<file path="src/rtl/dpmn_pkg.sv">
// ============================================================================
// dpmn_pkg
// Shared widths, constants and register indexes of the DisplayPort M/N
// ratio calculator.
// ============================================================================
package dpmn_pkg;

  // Width of each reduced M and N field
  localparam int unsigned MN_FIELD_BITS = 24;

  // Field widths of the ports
  localparam int unsigned BPP_W   = 7;
  localparam int unsigned CLK_W   = 20;
  localparam int unsigned LANES_W = 3;
  localparam int unsigned CFG_W   = 20;

  // Datapath widths: bpp*pclk, link*lanes*8, and the left-aligned dividend
  localparam int unsigned NUM_W   = BPP_W + CLK_W;
  localparam int unsigned DEN_W   = CLK_W + LANES_W + 3;
  localparam int unsigned DATA_SH = 27;
  localparam int unsigned LINK_SH = 19;
  localparam int unsigned DVD_W   = NUM_W + DATA_SH;
  localparam int unsigned QUO_W   = 32;

  // Division steps for each ratio, one quotient bit per step
  localparam int unsigned DATA_STEPS = NUM_W + DATA_SH;
  localparam int unsigned LINK_STEPS = CLK_W + LINK_SH;
  localparam int unsigned CNT_W      = $clog2(DATA_STEPS);

  // Fixed denominators before reduction
  localparam logic [QUO_W-1:0] DATA_CONST_N = 32'h0800_0000;
  localparam logic [QUO_W-1:0] LINK_CONST_N = 32'h0008_0000;

  // Largest value that fits an M/N field
  localparam logic [QUO_W:0] MN_LIMIT = (33'd1 << MN_FIELD_BITS) - 33'd1;

  // Register reset values
  localparam logic [BPP_W-1:0] BPP_RESET      = 7'd24;
  localparam logic [CLK_W-1:0] LINK_CLK_RESET = 20'd270000;

  // Configuration register indexes
  localparam logic CFG_BPP      = 1'b0;
  localparam logic CFG_LINK_CLK = 1'b1;

endpackage

</file>
<file path="src/rtl/dp_link_m_n_calculator_top.sv">
// ============================================================================
// dp_link_m_n_calculator_top
// DisplayPort data and link M/N ratio calculator on one shared divider.
// ============================================================================
// Usage:
//   Program bits_per_pixel (index 0) and link_clock_khz (index 1) through the
//   write port while the block is idle. Then present a pixel clock in kHz and
//   a lane count on the input channel; one beat is taken when in_valid_i and
//   in_ready_o are both high. The result beat carries data M/N and link M/N,
//   each pair shifted right together until both fit MN_FIELD_BITS bits.
// Operation:
//   A single restoring divider, one quotient bit per cycle, computes both
//   ratios in turn: 54 steps for the data ratio and 39 for the link ratio.
//   Each is followed by right shifts of the pair and a final fit check.
//   With 24-bit fields the data pair takes 4 to 8 shifts and the link pair 0
//   to 8. One item is in work at a time: in_ready_o is high only when idle,
//   so a new item is taken only after the result beat has been taken.
// Reset and stall:
//   Reset restores bits_per_pixel = 24 and link_clock_khz = 270000 and
//   returns the block to idle. A result holds on the output until
//   out_ready_i takes it; the next item is accepted the cycle after.
// ============================================================================
module dp_link_m_n_calculator_top
  import dpmn_pkg::*;
(
  input  logic                     clk_i,
  input  logic                     rst_ni,
  input  logic                     cfg_we_i,
  input  logic                     cfg_idx_i,
  input  logic [CFG_W-1:0]         cfg_data_i,
  input  logic                     in_valid_i,
  output logic                     in_ready_o,
  input  logic [CLK_W-1:0]         pixel_clock_khz_i,
  input  logic [LANES_W-1:0]       lane_count_i,
  output logic                     out_valid_o,
  input  logic                     out_ready_i,
  output logic [MN_FIELD_BITS-1:0] data_m_o,
  output logic [MN_FIELD_BITS-1:0] data_n_o,
  output logic [MN_FIELD_BITS-1:0] link_m_o,
  output logic [MN_FIELD_BITS-1:0] link_n_o
);

  typedef enum logic [1:0] {
    ST_IDLE,
    ST_DIV,
    ST_RED,
    ST_OUT
  } state_e;

  state_e                   state_q;
  logic                     link_phase_q;
  logic [CNT_W-1:0]         cnt_q;
  logic [DVD_W-1:0]         dvd_q;
  logic [DEN_W-1:0]         den_q;
  logic [DEN_W-1:0]         rem_q;
  logic [QUO_W-1:0]         quo_q;
  logic [QUO_W-1:0]         m_q;
  logic [QUO_W-1:0]         n_q;
  logic [CLK_W-1:0]         pclk_q;
  logic [BPP_W-1:0]         bpp_q;
  logic [CLK_W-1:0]         link_clk_q;
  logic [MN_FIELD_BITS-1:0] data_m_q;
  logic [MN_FIELD_BITS-1:0] data_n_q;
  logic [MN_FIELD_BITS-1:0] link_m_q;
  logic [MN_FIELD_BITS-1:0] link_n_q;

  logic [NUM_W-1:0] num_data;
  logic [DEN_W-1:0] den_data;
  logic [DEN_W:0]   rem_shift;
  logic             rem_ge;
  logic [DEN_W-1:0] rem_d;
  logic [QUO_W-1:0] quo_d;
  logic             over_limit;

  // Write configuration registers
  always_ff @(posedge clk_i or negedge rst_ni) begin
    if (!rst_ni) begin
      bpp_q      <= BPP_RESET;
      link_clk_q <= LINK_CLK_RESET;
    end else if (cfg_we_i) begin
      case (cfg_idx_i)
        CFG_BPP:      bpp_q      <= cfg_data_i[BPP_W-1:0];
        CFG_LINK_CLK: link_clk_q <= cfg_data_i[CLK_W-1:0];
        default:      ;
      endcase
    end
  end

  // Form the data ratio numerator and divisor at accept
  assign num_data = NUM_W'(bpp_q) * NUM_W'(pixel_clock_khz_i);
  assign den_data = {(CLK_W + LANES_W)'(link_clk_q) * (CLK_W + LANES_W)'(lane_count_i), 3'b000};

  // One restoring step; a zero divisor yields all-one quotient bits
  assign rem_shift = {rem_q, dvd_q[DVD_W-1]};
  assign rem_ge    = rem_shift >= {1'b0, den_q};
  assign rem_d     = rem_ge ? DEN_W'(rem_shift - {1'b0, den_q}) : rem_shift[DEN_W-1:0];
  assign quo_d     = {quo_q[QUO_W-2:0], rem_ge};

  // Either value of the pair still too wide for the field
  assign over_limit = ({1'b0, m_q} > MN_LIMIT) || ({1'b0, n_q} > MN_LIMIT);

  // Sequence: divide, reduce, repeat for the link ratio, then present
  always_ff @(posedge clk_i or negedge rst_ni) begin
    if (!rst_ni) begin
      state_q      <= ST_IDLE;
      link_phase_q <= 1'b0;
      cnt_q        <= '0;
      dvd_q        <= '0;
      den_q        <= '0;
      rem_q        <= '0;
      quo_q        <= '0;
      m_q          <= '0;
      n_q          <= '0;
      pclk_q       <= '0;
      data_m_q     <= '0;
      data_n_q     <= '0;
      link_m_q     <= '0;
      link_n_q     <= '0;
    end else begin
      case (state_q)
        ST_IDLE: begin
          if (in_valid_i) begin
            pclk_q       <= pixel_clock_khz_i;
            dvd_q        <= {num_data, DATA_SH'(0)};
            den_q        <= den_data;
            rem_q        <= '0;
            quo_q        <= '0;
            cnt_q        <= CNT_W'(DATA_STEPS - 1);
            link_phase_q <= 1'b0;
            state_q      <= ST_DIV;
          end
        end
        ST_DIV: begin
          dvd_q <= {dvd_q[DVD_W-2:0], 1'b0};
          rem_q <= rem_d;
          quo_q <= quo_d;
          cnt_q <= cnt_q - CNT_W'(1);
          if (cnt_q == '0) begin
            m_q     <= quo_d;
            n_q     <= link_phase_q ? LINK_CONST_N : DATA_CONST_N;
            state_q <= ST_RED;
          end
        end
        ST_RED: begin
          if (over_limit) begin
            m_q <= {1'b0, m_q[QUO_W-1:1]};
            n_q <= {1'b0, n_q[QUO_W-1:1]};
          end else if (!link_phase_q) begin
            // Store the data pair and start the link division
            data_m_q     <= m_q[MN_FIELD_BITS-1:0];
            data_n_q     <= n_q[MN_FIELD_BITS-1:0];
            dvd_q        <= {pclk_q, (DVD_W - CLK_W)'(0)};
            den_q        <= DEN_W'(link_clk_q);
            rem_q        <= '0;
            quo_q        <= '0;
            cnt_q        <= CNT_W'(LINK_STEPS - 1);
            link_phase_q <= 1'b1;
            state_q      <= ST_DIV;
          end else begin
            link_m_q <= m_q[MN_FIELD_BITS-1:0];
            link_n_q <= n_q[MN_FIELD_BITS-1:0];
            state_q  <= ST_OUT;
          end
        end
        ST_OUT: begin
          if (out_ready_i) begin
            state_q <= ST_IDLE;
          end
        end
        default: state_q <= ST_IDLE;
      endcase
    end
  end

  assign in_ready_o  = (state_q == ST_IDLE);
  assign out_valid_o = (state_q == ST_OUT);
  assign data_m_o    = data_m_q;
  assign data_n_o    = data_n_q;
  assign link_m_o    = link_m_q;
  assign link_n_o    = link_n_q;

endmodule

</file>
<file path="config.mk">
export PLATFORM = sky130hd
export DESIGN_NAME = dp_link_m_n_calculator_top
export DESIGN_NICKNAME = d
export VERILOG_FILES = /design/src/rtl/dpmn_pkg.sv /design/src/rtl/dp_link_m_n_calculator_top.sv
export SDC_FILE = /design/constraint.sdc
export NUM_CORES = 1
export LEC_CHECK = 0
export BUFFER_PORTS_ARGS = -buffer_cell sky130_fd_sc_hd__buf_4
export CELL_PAD_IN_SITES_DETAIL_PLACEMENT = 1
export CELL_PAD_IN_SITES_GLOBAL_PLACEMENT = 1
export CORE_MARGIN = 3
export CORE_UTILIZATION = 32
export CTS_BUF_LIST = sky130_fd_sc_hd__clkbuf_8
export DETAILED_ROUTE_END_ITERATION = 12
export HOLD_SLACK_MARGIN = 0.05
export PLACE_DENSITY_LB_ADDON = 0.1
export SETUP_SLACK_MARGIN = 0.5
export SYNTH_ARGS = -nofsm -noshare
export SYNTH_HDL_FRONTEND = slang
export SYNTH_SLANG_ARGS = --single-unit
</file>
<file path="constraint.sdc">
create_clock -name clk_i -period 5.4 [get_ports clk_i]
set_input_delay 0.81 -clock clk_i [delete_from_list [all_inputs] [get_ports clk_i]]
set_output_delay 0.81 -clock clk_i [all_outputs]
set_load 0.005 [all_outputs]
</file>
==> run summary, run 1 <==
In the synthesized netlist the async set-or-reset flop fraction comes to 100%. In this run switching power makes up 40.6% of total power. The routed wire length per instance is 18.3 µm, and the final estimated routing congestion in global placement is 0.818. After global routing the overflow that remains totals 0.

The dominant register cell in the synthesized netlist is sky130_fd_sc_hd__dfrtp_1. The utilization of the core after routing was 38.4%; the routed wire length was 57200 µm. The internal power of the cells totals 6.90 mW. After technology mapping, the gate count stands at 2091. Relative to the synthesized area, the layout overhead comes to 18.3%.

The worst hold path belongs to the class in2async. In this run the standard cell core region covers 63300 µm². Once detailed placement completed, the half-perimeter wirelength came to 40600 µm. The mean instance size in the synthesized netlist works out to 9.83 µm². The run gives 22.7% as the fraction of power consumed by the clock network. Summing internal, switching and leakage power gives 11.6 mW.

Clock edge transition at the registers on the reported setup and hold paths: 0.06 ns. Following the worst setup path forward leads to its endpoint at dvd_q[51]. Summing all flip-flop and latch instances after layout gives 8090 µm². The critical path is of the reg2reg type. The overall routing resource usage came out at 17.3%. For the initial core utilization, the log shows 32.5%.

For this block, the initial DRC count from the detailed router was 663. Derived from the worst setup path, the maximum achievable clock frequency is 196 MHz. The final count of hold timing violations was 0; the cell area after synthesis was 20600 µm². The reg2reg setup slack came out at 0.31 ns. Initial antenna violation count: 1. The library cell used most frequently in the layout, excluding fill and tap cells, is sky130_fd_sc_hd__nand2_1. In the routed design, unresolved DRC markers number 0.

In this run the worst setup path begins at bpp_q[4]. Pin count of the biggest net entering global routing: 111. The run gives 0 as the max-cap check violation count. In the final layout, the multi-input gates occupy 11700 µm². Input and output buffers added on the ports amount to 146. The clock reaches the later pin of the worst-skew pair after 0.68 ns. Data on the critical path is required at its endpoint by 5.96 ns. The analysis attributes to cell leakage a power of 12.0 nW.

Number of global-route vias before repair: 17000. TritonCTS built the clock tree. Power spread over the standard cell area amounts to 478 nW/µm². STA classifies the critical path endpoint as a flop. In the layout the commonest cells are sky130_fd_sc_hd__nand2_1, sky130_fd_sc_hd__dfrtp_1, sky130_fd_sc_hd__inv_1.

The first global-routing pass estimated 94000 µm of wire. Count of antenna-violating nets left after detailed routing: 0. Counting along the longest clock path gives a buffer depth of 3. At the worst endpoint, the arrival time is 5.65 ns. The total nets after synthesis is 2348.

The worst register-to-register path ends at dvd_q[51]. The die covers 67300 µm². Post-detailed-placement cell area: 22700 µm². The cell sitting at the root of the clock tree is a sky130_fd_sc_hd__clkbuf_8. Counting flops and latches in the post-synthesis netlist gives 322. Detailed routing inserted a total of 15600 vias.

The number of cells on the worst reg-to-reg path is 20. In this run the power spent charging and discharging nets is 4.72 mW. The fraction of final layout cells sized beyond drive strength 1 was 21.9%; the number of setup violations in the final report was 0. The Yosys step of the flow raised 0 warnings. The y dimension of the die was 259 µm. In the final timing run, aggregate negative setup slack is 0 ns. The worst setup path is launched from a flop.

Count of flip-flops with a built-in enable after synthesis: 0. The final net count is 2492. The count of TritonRoute iterations in the first routing pass is 5, and the mean number of vias per cell is 4.99. For the pin with the worst max-slew slack, the measured transition is 1.05 ns. The run finished with clean final reports. The die extent in x is 259 µm. The run gives 50.9% as the power share of the combinational group. The worst-case IR drop observed on VDD is 256 µV. After layout, the minimum clock period comes to 5.09 ns. The count of final max-slew check failures is 0. The level count of the clock H-tree was 2; the total number of clock tree sinks was 322.

Largest driver fanout on the critical path: 4. In this run the critical register-to-register path is launched from bpp_q[4]. The final cell area excluding filler cells came out at 24300 µm². For the final database, setup skew stands at 0.0420 ns.

The number of inserted filler cells in the final layout was 7203. The final hold slack came out at 0.141 ns. Pin placement for this block handled 147 I/O pins.

The floorplan has 92 rows. The number of clock buffers inserted by TritonCTS came out at 61. Setup repair after global routing could not meet its margin everywhere.

Of the total power, registers draw 26.4%. The logs give 39.3% for the proportion of synthesized chip area in sequential cells and 76 for the number of library cell types mapped by synthesis. The worst pin sits at a relative slew slack of 29.6%. The portion of the clock cycle consumed by the worst path in the final layout was 94.3%.
## registers in the layout (all words and copies together) (netlist names)
| name | flops |
|---|---|
| m_q | 32 |
| bpp_q | 7 |
| cnt_q | 6 |
| data_m_o | 24 |
| data_n_o | 24 |
| link_clk_q | 20 |
| den_q | 26 |
| rem_q | 26 |
| dvd_q | 27 |
| link_phase_q | 1 |
| state_q | 2 |
| pclk_q | 20 |
| link_m_o | 24 |
| link_n_o | 24 |
| n_q | 28 |
| quo_q | 31 |
## logic make-up after synthesis
kind of cell	Yosys count	synth area share (%)
AND/OR/NAND/NOR	657	14.7
AO/OA/AOI/OAI	392	12.3
flip-flops	322	39.3
buffers and inverters	279	5.20
adder cells (fa/ha/maj)	208	16.6
multiplexers	182	9.74
XOR/XNOR	51	2.17
## per-stage QoR
| step | std cells | setup WS (ns) |
|---|---|---|
| final | 3135 | 0.308 |
| after global placement | 3009 | -0.0169 |
| after global routing | 3135 | 0.0867 |
| after CTS | 3133 | 0.322 |
| after floorplan | 2091 | 0.387 |
| after detailed placement | 3009 | -0.100 |
## worst max-delay path, stage by stage, from the launching register on
cell and delay, ns:
sky130_fd_sc_hd__dfstp_4 0.65, sky130_fd_sc_hd__buf_12 0.14, sky130_fd_sc_hd__buf_12 0.11, sky130_fd_sc_hd__and2_1 0.13
sky130_fd_sc_hd__fa_1 0.43, sky130_fd_sc_hd__fa_1 0.47, sky130_fd_sc_hd__fa_1 0.54, sky130_fd_sc_hd__inv_1 0.06
sky130_fd_sc_hd__fa_1 0.53, sky130_fd_sc_hd__inv_1 0.05, sky130_fd_sc_hd__ha_1 0.22, sky130_fd_sc_hd__a21oi_2 0.14
sky130_fd_sc_hd__nor2_1 0.07, sky130_fd_sc_hd__a211o_1 0.28, sky130_fd_sc_hd__a21o_1 0.19, sky130_fd_sc_hd__a221oi_4 0.35
sky130_fd_sc_hd__buf_4 0.18, sky130_fd_sc_hd__nor2_1 0.05, sky130_fd_sc_hd__nor4_2 0.15, sky130_fd_sc_hd__o31ai_1 0.11
sky130_fd_sc_hd__o21a_1 0.12
## how the worst min path moves through the flow
stage | slack (ns) | depth (start not counted) | end | startpoint
after CTS | 0.12 | 1 | rem_q[22] | rst_ni
final | 0.14 | 1 | link_clk_q[13] | rst_ni
after detailed placement | 0.46 | 2 | quo_q[30] | quo_q[30]
after global routing | 0.16 | 1 | rem_q[22] | rst_ni
after global placement | 0.45 | 2 | quo_q[30] | quo_q[30]
after floorplan | 0.44 | 2 | quo_q[30] | quo_q[30]
## timing repair
action                     CTS  global route
pin swaps                   16            12
buffers inserted             9             0
setup endpoints to repair   13            15
hold buffers                 0             0
gates resized for setup     21            16
## Yosys cell counts, types with 4 or more instances
library cell | instances | area share (%)
sky130_fd_sc_hd__dfrtp_1 | 312 | 38
sky130_fd_sc_hd__and4_1 | 4 | 0.17
sky130_fd_sc_hd__o21ai_0 | 126 | 3.1
sky130_fd_sc_hd__nand3_1 | 54 | 1.3
sky130_fd_sc_hd__a21oi_1 | 73 | 1.8
sky130_fd_sc_hd__a31oi_1 | 17 | 0.52
sky130_fd_sc_hd__dfstp_2 | 10 | 1.3
sky130_fd_sc_hd__nor4_1 | 8 | 0.24
sky130_fd_sc_hd__nor2b_1 | 7 | 0.21
sky130_fd_sc_hd__a21o_1 | 37 | 1.4
sky130_fd_sc_hd__clkbuf_1 | 87 | 1.6
sky130_fd_sc_hd__and2_1 | 99 | 3.0
sky130_fd_sc_hd__o22ai_1 | 8 | 0.24
sky130_fd_sc_hd__mux2_2 | 144 | 7.9
sky130_fd_sc_hd__inv_1 | 171 | 3.1
sky130_fd_sc_hd__o21a_1 | 7 | 0.26
sky130_fd_sc_hd__o211ai_1 | 5 | 0.18
sky130_fd_sc_hd__nand2b_1 | 10 | 0.30
sky130_fd_sc_hd__a222oi_1 | 11 | 0.54
sky130_fd_sc_hd__or2_2 | 5 | 0.15
sky130_fd_sc_hd__o21ai_1 | 20 | 0.49
sky130_fd_sc_hd__or3_1 | 7 | 0.21
sky130_fd_sc_hd__ha_1 | 99 | 6.0
sky130_fd_sc_hd__xnor2_1 | 36 | 1.5
sky130_fd_sc_hd__a32oi_1 | 6 | 0.26
sky130_fd_sc_hd__mux2i_1 | 38 | 1.9
sky130_fd_sc_hd__buf_1 | 5 | 0.091
sky130_fd_sc_hd__nor2_1 | 66 | 1.2
sky130_fd_sc_hd__and3_1 | 16 | 0.49
sky130_fd_sc_hd__o31ai_1 | 8 | 0.29
sky130_fd_sc_hd__xor2_1 | 15 | 0.64
sky130_fd_sc_hd__fa_1 | 109 | 11
sky130_fd_sc_hd__nor3_1 | 17 | 0.41
sky130_fd_sc_hd__o21bai_1 | 9 | 0.33
sky130_fd_sc_hd__nand2_1 | 348 | 6.4
sky130_fd_sc_hd__nand4_1 | 6 | 0.18
sky130_fd_sc_hd__a221o_1 | 4 | 0.19
sky130_fd_sc_hd__a221oi_1 | 11 | 0.47
sky130_fd_sc_hd__buf_2 | 14 | 0.34
sky130_fd_sc_hd__a211oi_1 | 13 | 0.47
## power groups by stage
stage	combinational (mW)	sequential (mW)	clock [mW]
after floorplan	4.33	2.95	0
after global placement	5.50	3.12	0
after detailed placement	5.59	3.13	0
after CTS	5.89	3.08	2.75
after global routing	6.75	3.12	2.87
final	5.91	3.07	2.64
## cell type report
type                    count  share of cell area, %
diodes                      2                 0.0206
flip-flops and latches    322                   33.3
clock buffers              77                   4.36
repair buffers            188                   6.15
multi-input cells        1490                   47.9
clock inverters            38                   1.26
inverters                 172                   2.66
well taps                 846                   4.35
## layer usage
metal	part of all wire (%)	GRT usage [%]	vias to the layer above	routed length, µm
li1	-	-	7385	-
met1	47	23.0	8024	26600
met2	49	29.8	176	28000
met3	2.8	2.41	59	1620
met4	1.7	3.96	0	999
met5	0	0	-	0
No activity file was read; power rests on OpenSTA's default activity.
==> inputs of run 2 (changes only) <==
--- a/config.mk
+++ b/config.mk
@@ -8,6 +8,7 @@
 export BUFFER_PORTS_ARGS = -buffer_cell sky130_fd_sc_hd__buf_4
 export CELL_PAD_IN_SITES_DETAIL_PLACEMENT = 1
 export CELL_PAD_IN_SITES_GLOBAL_PLACEMENT = 1
+export CORE_ASPECT_RATIO = 0.8
 export CORE_MARGIN = 3
 export CORE_UTILIZATION = 32
 export CTS_BUF_LIST = sky130_fd_sc_hd__clkbuf_8
==> run summary, run 2 (synthesis results as in run 1) <==
TritonCTS built the clock tree. For this run, the slowest stage of the critical path takes 0.56 ns. The tools report the initial antenna violation count as 1.

The fraction of power consumed by the clock network was 20.0%. At the worst endpoint, the required time is 5.91 ns. The wire length of the first global-routing pass is 93600 µm, and the diode insertion count for antenna repair is 0. The overall routing resource usage is 17.2%, and the total number of clock tree sinks is 322.

The slew at the pin closest to its max-slew limit came out at 1.14 ns. In this run the horizontal extent of the chip is 289 µm. For this run the aggregate overflow at the end of global routing stands at 0. The kind of end point of the critical path is a flop. The routed wire length per instance was 18.1 µm; the full die area was 67300 µm².

The tools report the count of final max-slew check failures as 0. Derived from the worst setup path, the maximum achievable clock frequency is 196 MHz. Of the total power, combinational logic draws 54.9%. The logs give 5.62 ns for the arrival time of the worst setup path and 2525 for the final net count.

In the final layout, the share of cells above drive strength 1 is 23.7%. For the pre-CTS setup slack, the log shows -0.164 ns. The clock edge transition at the registers on the reported setup and hold paths came out at 0.06 ns.

The register with the most flip-flops in the layout has 32 of them. The classification of the worst-slack hold path is in2async. In the routed design, unresolved DRC markers number 0. The root buffer cell chosen for the clock tree is sky130_fd_sc_hd__clkbuf_8. The internal portion of the total power is 7.21 mW. The final layout contains routed wiring with a total length of 57000 µm.

Across all layers, the routed design uses 15600 vias. Most numerous cell on the critical path: sky130_fd_sc_hd__fa_1. The tools report the launching point of the worst reg2reg path as bpp_q[1]. The count of TritonRoute iterations in the first routing pass is 5.

The largest registers in the layout are m_q: 32 flops, quo_q: 31 flops, n_q: 28 flops. The analysis attributes to net switching a power of 5.00 mW. The H-tree was split into 2 levels.

The count of antenna-violating nets left after detailed routing is 0. The gate family responsible for the most delay along the worst path is adder cells. The congestion estimate from routability-driven global placement came to 0.818. Measured along the y axis, the die boundary spans 233 µm.

Switching fraction of total power: 40.9%. In this run the power density over the cells is 495 nW/µm². The floorplan has 82 rows. The critical path buffer and inverter count is 5. Fill cells in the final layout number 7129. In this run the critical register-to-register path is captured at dvd_q[50].

In this run the register-to-register setup slack is 0.29 ns. The core region is 63100 µm². The analysis attributes to cell leakage a power of 12.1 nW. Relative to the synthesized area, the layout overhead comes to 19.8%. Adding up every negative setup slack in the final design gives 0 ns. Detailed placement finished with a half-perimeter wire length of 39800 µm.

The portion of the clock cycle consumed by the worst path in the final layout came out at 94.6%. Among all stages on the critical path, the largest delay is contributed by sky130_fd_sc_hd__dfrtp_4. The share of total power dissipated in sequential elements is 25.1%. The clock latency at the later pin of the worst-skew pair came out at 0.67 ns.

Leading cell type in the layout, fill and taps excluded: sky130_fd_sc_hd__nand2_1. For the number of top-level pins, the log shows 147. VDD sags by at most 279 µV. The final period demand of the worst path is 5.11 ns.

Register with the highest flop count: m_q. Entering global routing, the biggest net connects 126 pins. The flow ran to the end, and the final reports show no timing, DRC or antenna violations. The run gives 0 as the max-cap check violation count. In the layout the commonest cells are sky130_fd_sc_hd__nand2_1, sky130_fd_sc_hd__dfrtp_1, sky130_fd_sc_hd__buf_4.

The tools report the number of hold buffers added after cts as 0. The first routing iteration left 635 violations. The worst-case clock buffer depth came out at 3. Path type of the worst setup path: reg2reg. The final count of hold timing violations is 0, and the number of clock buffers inserted by TritonCTS is 57.

The worst register-to-register path has a depth of 20. The count of buffers from port buffering came out at 146. STA classifies the critical path startpoint as a flop. The tools report the worst setup margin as 0.292 ns. The utilization of the core after routing is 39.0%, and the number of global-route vias before repair is 17000.

For this configuration, the core starts out at a cell density of 32.6%. Setup repair after global routing could not meet its margin everywhere. The worst pin sits at a relative slew slack of 24.0%. Of all nets on the critical path, the largest fanout is 7. The signal on the critical path passes through buf_12 -> and2_4 -> fa_1 -> inv_2 -> fa_1 -> inv_1 -> fa_1 -> inv_1 -> fa_1 -> inv_2 -> ha_4 -> o21a_1 -> o21a_2 -> a31o_4 -> a221oi_4 -> o21ai_4 -> a41oi_2 -> xnor2_1 -> a222oi_1 -> o21ai_1.

Setup violations remaining at the end of the flow were counted as 0. The final clock skew was 0.0309 ns; the mean number of vias per cell was 4.95.
==> run 2: cell count changes in the layout (fill, tap and decap cells not counted), moves of 4 or more <==
cell	previous run	this run
sky130_fd_sc_hd__and2_4	4	8
sky130_fd_sc_hd__fa_2	0	4
sky130_fd_sc_hd__and2_1	95	91
sky130_fd_sc_hd__clkinv_2	13	5
sky130_fd_sc_hd__fa_1	109	105
sky130_fd_sc_hd__buf_4	180	211
sky130_fd_sc_hd__clkbuf_8	77	69
sky130_fd_sc_hd__buf_6	0	4
==> run 2: layer usage <==
| metal | vias up | track usage, % | wire length, µm |
|---|---|---|---|
| li1 | 7447 | - | - |
| met1 | 7901 | 24.7 | 28500 |
| met2 | 195 | 27.4 | 25500 |
| met3 | 71 | 2.56 | 2000 |
| met4 | 2 | 3.89 | 953 |
| met5 | - | 0 | 9 |
==> run 2: worst reg2reg max path: cells and delay by family (launching register included) <==
family | cells | cell delay, ns
adder cells (fa/ha/maj) | 5 | 2.18
flip-flops | 1 | 0.56
AND/OR/NAND/NOR | 1 | 0.13
AO/OA/AOI/OAI | 8 | 1.65
XOR/XNOR | 1 | 0.09
buffers and inverters | 5 | 0.37
==> run 2: repair_timing <==
item | in CTS | in global routing
pin swaps | 52 | 42
cloned | 0 | 1
buffers inserted | 20 | 11
endpoints found under the setup margin | 13 | 17
gates resized for setup | 43 | 30
==> run 2: how the worst max path moves through the flow <==
stage,endpoint,start,slack (ns),cells after the start
floorplan,dvd_q[46],pixel_clock_khz_i[5],0.39,19
global placement,dvd_q[51],pixel_clock_khz_i[2],-0.04,20
detailed placement,dvd_q[51],pixel_clock_khz_i[2],-0.16,20
CTS,dvd_q[51],bpp_q[4],0.32,20
global route,dvd_q[46],bpp_q[1],0.1,21
finish,dvd_q[50],bpp_q[1],0.29,20
==> run 2: through the flow <==
step	std cells	instance area (µm²)	hold slack, ns	power (mW)
final	3152	24600	0.0979	12.2
after global routing	3152	24600	0.116	13.4
after CTS	3140	24400	0.0805	12.0
after detailed placement	3017	22800	0.466	8.82
after global placement	3017	22800	0.455	8.70
after floorplan	2091	20700	0.439	7.29
==> run 2: final cells by class <==
type / count / area [µm²] / share of cell area [%]
clock inverter: 34 / 272 / 1.10
tap: 840 / 1050 / 4.27
multi-input combinational: 1490 / 11800 / 47.9
clock buffer: 69 / 950 / 3.86
sequential: 322 / 8080 / 32.8
inverter: 172 / 646 / 2.62
timing repair buffer: 225 / 1830 / 7.43
==> run 2: power by group through the flow <==
stage	clock (mW)	combinational [mW]	sequential, mW
floorplan	0	4.33	2.95
global placement	0	5.60	3.10
detailed placement	0	5.71	3.11
CTS	2.57	6.34	3.06
global route	2.69	7.55	3.11
finish	2.44	6.70	3.06
==> inputs of run 3 (changes only) <==
--- a/config.mk
+++ b/config.mk
@@ -10,7 +10,7 @@
 export CELL_PAD_IN_SITES_GLOBAL_PLACEMENT = 1
 export CORE_ASPECT_RATIO = 0.8
 export CORE_MARGIN = 3
-export CORE_UTILIZATION = 32
+export CORE_UTILIZATION = 35
 export CTS_BUF_LIST = sky130_fd_sc_hd__clkbuf_8
 export DETAILED_ROUTE_END_ITERATION = 12
 export HOLD_SLACK_MARGIN = 0.05
==> run summary, run 3 (synthesis results as in run 1) <==
The tree is rooted in a sky130_fd_sc_hd__clkbuf_8. The run gives 0 as the final count of hold timing violations. Before antenna repair, the detailed router went through 5 iterations. More flip-flops sit in one register than any other, and that register is m_q.

Global routing used 18.1% of the available tracks across all layers. In the final layout, the registers with the most flip-flops are m_q: 32 flops, quo_q: 31 flops, n_q: 28 flops. The clock drives 322 sinks.

In this run the tightest slew margin relative to its limit is 31.6%. For this block, the initial DRC count from the detailed router was 745. The tools report the number of clock buffers inserted by TritonCTS as 56. The initialized floorplan defines 78 standard-cell rows. Along the worst path, the maximum fanout reaches 5.

Setup violations remaining at the end of the flow were counted as 0. The kind of start point of the critical path is a flop. The tools report the routed wire length as 56100 µm. Overall power consumption after layout is estimated at 12.2 mW. The worst-case clock buffer depth came out at 3. The worst setup path is captured at a flop.

On the final layout, the worst clock skew is 0.0401 ns. The run gives 0 as the count of final max-slew check failures. The run gives 0 as the max-cap check violation count. For the initial core utilization, the log shows 35.8%.

The clock latency at the later pin of the worst-skew pair is 0.67 ns, and the clock edge transition at the registers on the reported setup and hold paths is 0.06 ns. TritonCTS built the clock tree. By startpoint and endpoint, the worst setup path is classified as reg2reg. The finished layout holds 3054 standard cells, fillers aside.

The initial antenna violation count came out at 0. After floorplanning, the core was sized to cover 57400 µm². The arrival time of the worst setup path was 5.60 ns; the count of antenna-violating nets left after detailed routing was 0.

For the wire length of the first global-routing pass, the log shows 91800 µm. The count of buffers from port buffering came out at 146. The number of top-level pins is 147, and the number of instances in the placed design is 2924. The routed wire length per instance is 18.4 µm, and the peak ir drop on the vdd network is 334 µV. The pin count of the biggest net entering global routing was 119. The achievable frequency was 197 MHz; the fraction of final layout cells sized beyond drive strength 1 was 23.8%. The worst hold path belongs to the class in2async.

The library cell used most frequently in the layout, excluding fill and tap cells, is sky130_fd_sc_hd__nand2_1. From synthesis to final layout, the design area changed by 19.2%. The half-perimeter wire length after placement is 39400 µm, and the areal power density over the cells is 500 nW/µm². In the layout the commonest cells are sky130_fd_sc_hd__nand2_1, sky130_fd_sc_hd__dfrtp_1, sky130_fd_sc_hd__buf_4. The register with the most flip-flops in the layout has 32 of them. The H-tree was split into 2 levels.

After clock tree synthesis, the flow added hold-fix buffers numbering 0. The run finished with clean final reports. For the number of global-route vias before repair, the log shows 16600.

Data on the critical path is required at its endpoint by 5.92 ns. The floorplan step set the die width to 277 µm. The logs give 2511 for the final net count and 0 for the overflow left after global routing. Detailed routing inserted a total of 15700 vias.

Setup repair after global routing could not meet its margin everywhere. After layout, the minimum clock period comes to 5.08 ns. For the final setup TNS, the log shows 0 ns.

The mean number of vias per cell came out at 5.14. For the residual DRC count, the log shows 0. The die covers 61700 µm². Measured along the y axis, the die boundary spans 223 µm. At the end of routability-driven placement, the weighted congestion stood at 0.815. The slew at the pin closest to its max-slew limit works out to 1.02 ns.

The final critical path takes up 94.0% of the cycle. The tools report the leakage power of the design as 12.1 nW.
==> run 3: cell type report <==
cell class / count / area (µm²)
fillers: 6397 / 32900
multi-input cells: 1490 / 11800
flip-flops and latches: 322 / 8090
repair buffers: 212 / 1740
clock buffers: 70 / 963
well taps: 760 / 951
inverters: 172 / 646
clock inverters: 27 / 295
diodes: 1 / 2.50
==> run 3: timing repair <==
action                                 in CTS  in global routing
endpoints found under the hold margin       0                  0
gates resized for setup                    48                 40
pin swaps                                  59                 48
setup endpoints to repair                  14                 14
buffers inserted                           23                  9
==> run 3: path summary, 6_finish.rpt <==
| path | start | to | slack (ns) | depth (start not counted) |
|---|---|---|---|---|
| hold / removal | rst_ni | link_n_o[8] | 0.17 | 1 |
| setup / recovery | bpp_q[4] | dvd_q[51] | 0.32 | 19 |
| setup reg to reg | bpp_q[4] | dvd_q[51] | 0.32 | 19 |
| hold reg to reg | quo_q[30] | quo_q[30] | 0.48 | 2 |
| min in group clk_i | cfg_data_i[10] | link_clk_q[10] | 0.37 | 2 |
| max in group asynchronous | rst_ni | pclk_q[4] | 4.02 | 2 |
==> run 3: routing by layer <==
layer | wire, µm | GRT usage [%] | share of wire [%] | vias up
met1 | 28600 | 26.8 | 51 | 8006
met2 | 24900 | 28.0 | 44 | 214
met3 | 1790 | 2.61 | 3.2 | 66
met4 | 877 | 3.71 | 1.6 | 0
li1 | - | - | - | 7411
met5 | 0 | 0 | 0 | -
==> run 3: where the power goes <==
| group | switching (mW) | internal (mW) | total [mW] | leakage (nW) |
|---|---|---|---|---|
| logic | 3.55 | 3.08 | 6.63 | 7.33 |
| clock network | 1.08 | 1.46 | 2.54 | 0.700 |
| registers | 0.337 | 2.73 | 3.07 | 4.04 |
| total | 4.97 | 7.28 | 12.2 | 12.1 |
==> run 3: metrics by stage <==
step	worst slack, ns	util (%)	cell area (µm²)	hold slack (ns)
6_report	0.323	42.7	24500	0.166
2_1_floorplan	0.387	-	20700	0.439
4_1_cts	0.326	42.3	24300	0.175
5_1_grt	0.121	42.7	24500	0.192
3_5_place_dp	-0.128	39.4	22600	0.464
3_3_place_gp	0.00503	39.4	22600	0.456
==> run 3: worst max-delay path, stage by stage (launching register included) <==
cell and delay [ns]:
sky130_fd_sc_hd__dfstp_4 0.65, sky130_fd_sc_hd__buf_8 0.13, sky130_fd_sc_hd__and2_4 0.14, sky130_fd_sc_hd__fa_1 0.44
sky130_fd_sc_hd__fa_1 0.51, sky130_fd_sc_hd__fa_1 0.50, sky130_fd_sc_hd__inv_1 0.06, sky130_fd_sc_hd__fa_1 0.54
sky130_fd_sc_hd__inv_2 0.05, sky130_fd_sc_hd__ha_4 0.21, sky130_fd_sc_hd__a21o_1 0.21, sky130_fd_sc_hd__a211o_1 0.32
sky130_fd_sc_hd__o21ai_2 0.17, sky130_fd_sc_hd__a21oi_4 0.06, sky130_fd_sc_hd__a221oi_2 0.31, sky130_fd_sc_hd__buf_4 0.18
sky130_fd_sc_hd__nor2_2 0.03, sky130_fd_sc_hd__nor4_1 0.17, sky130_fd_sc_hd__o31ai_1 0.12, sky130_fd_sc_hd__o21a_1 0.13
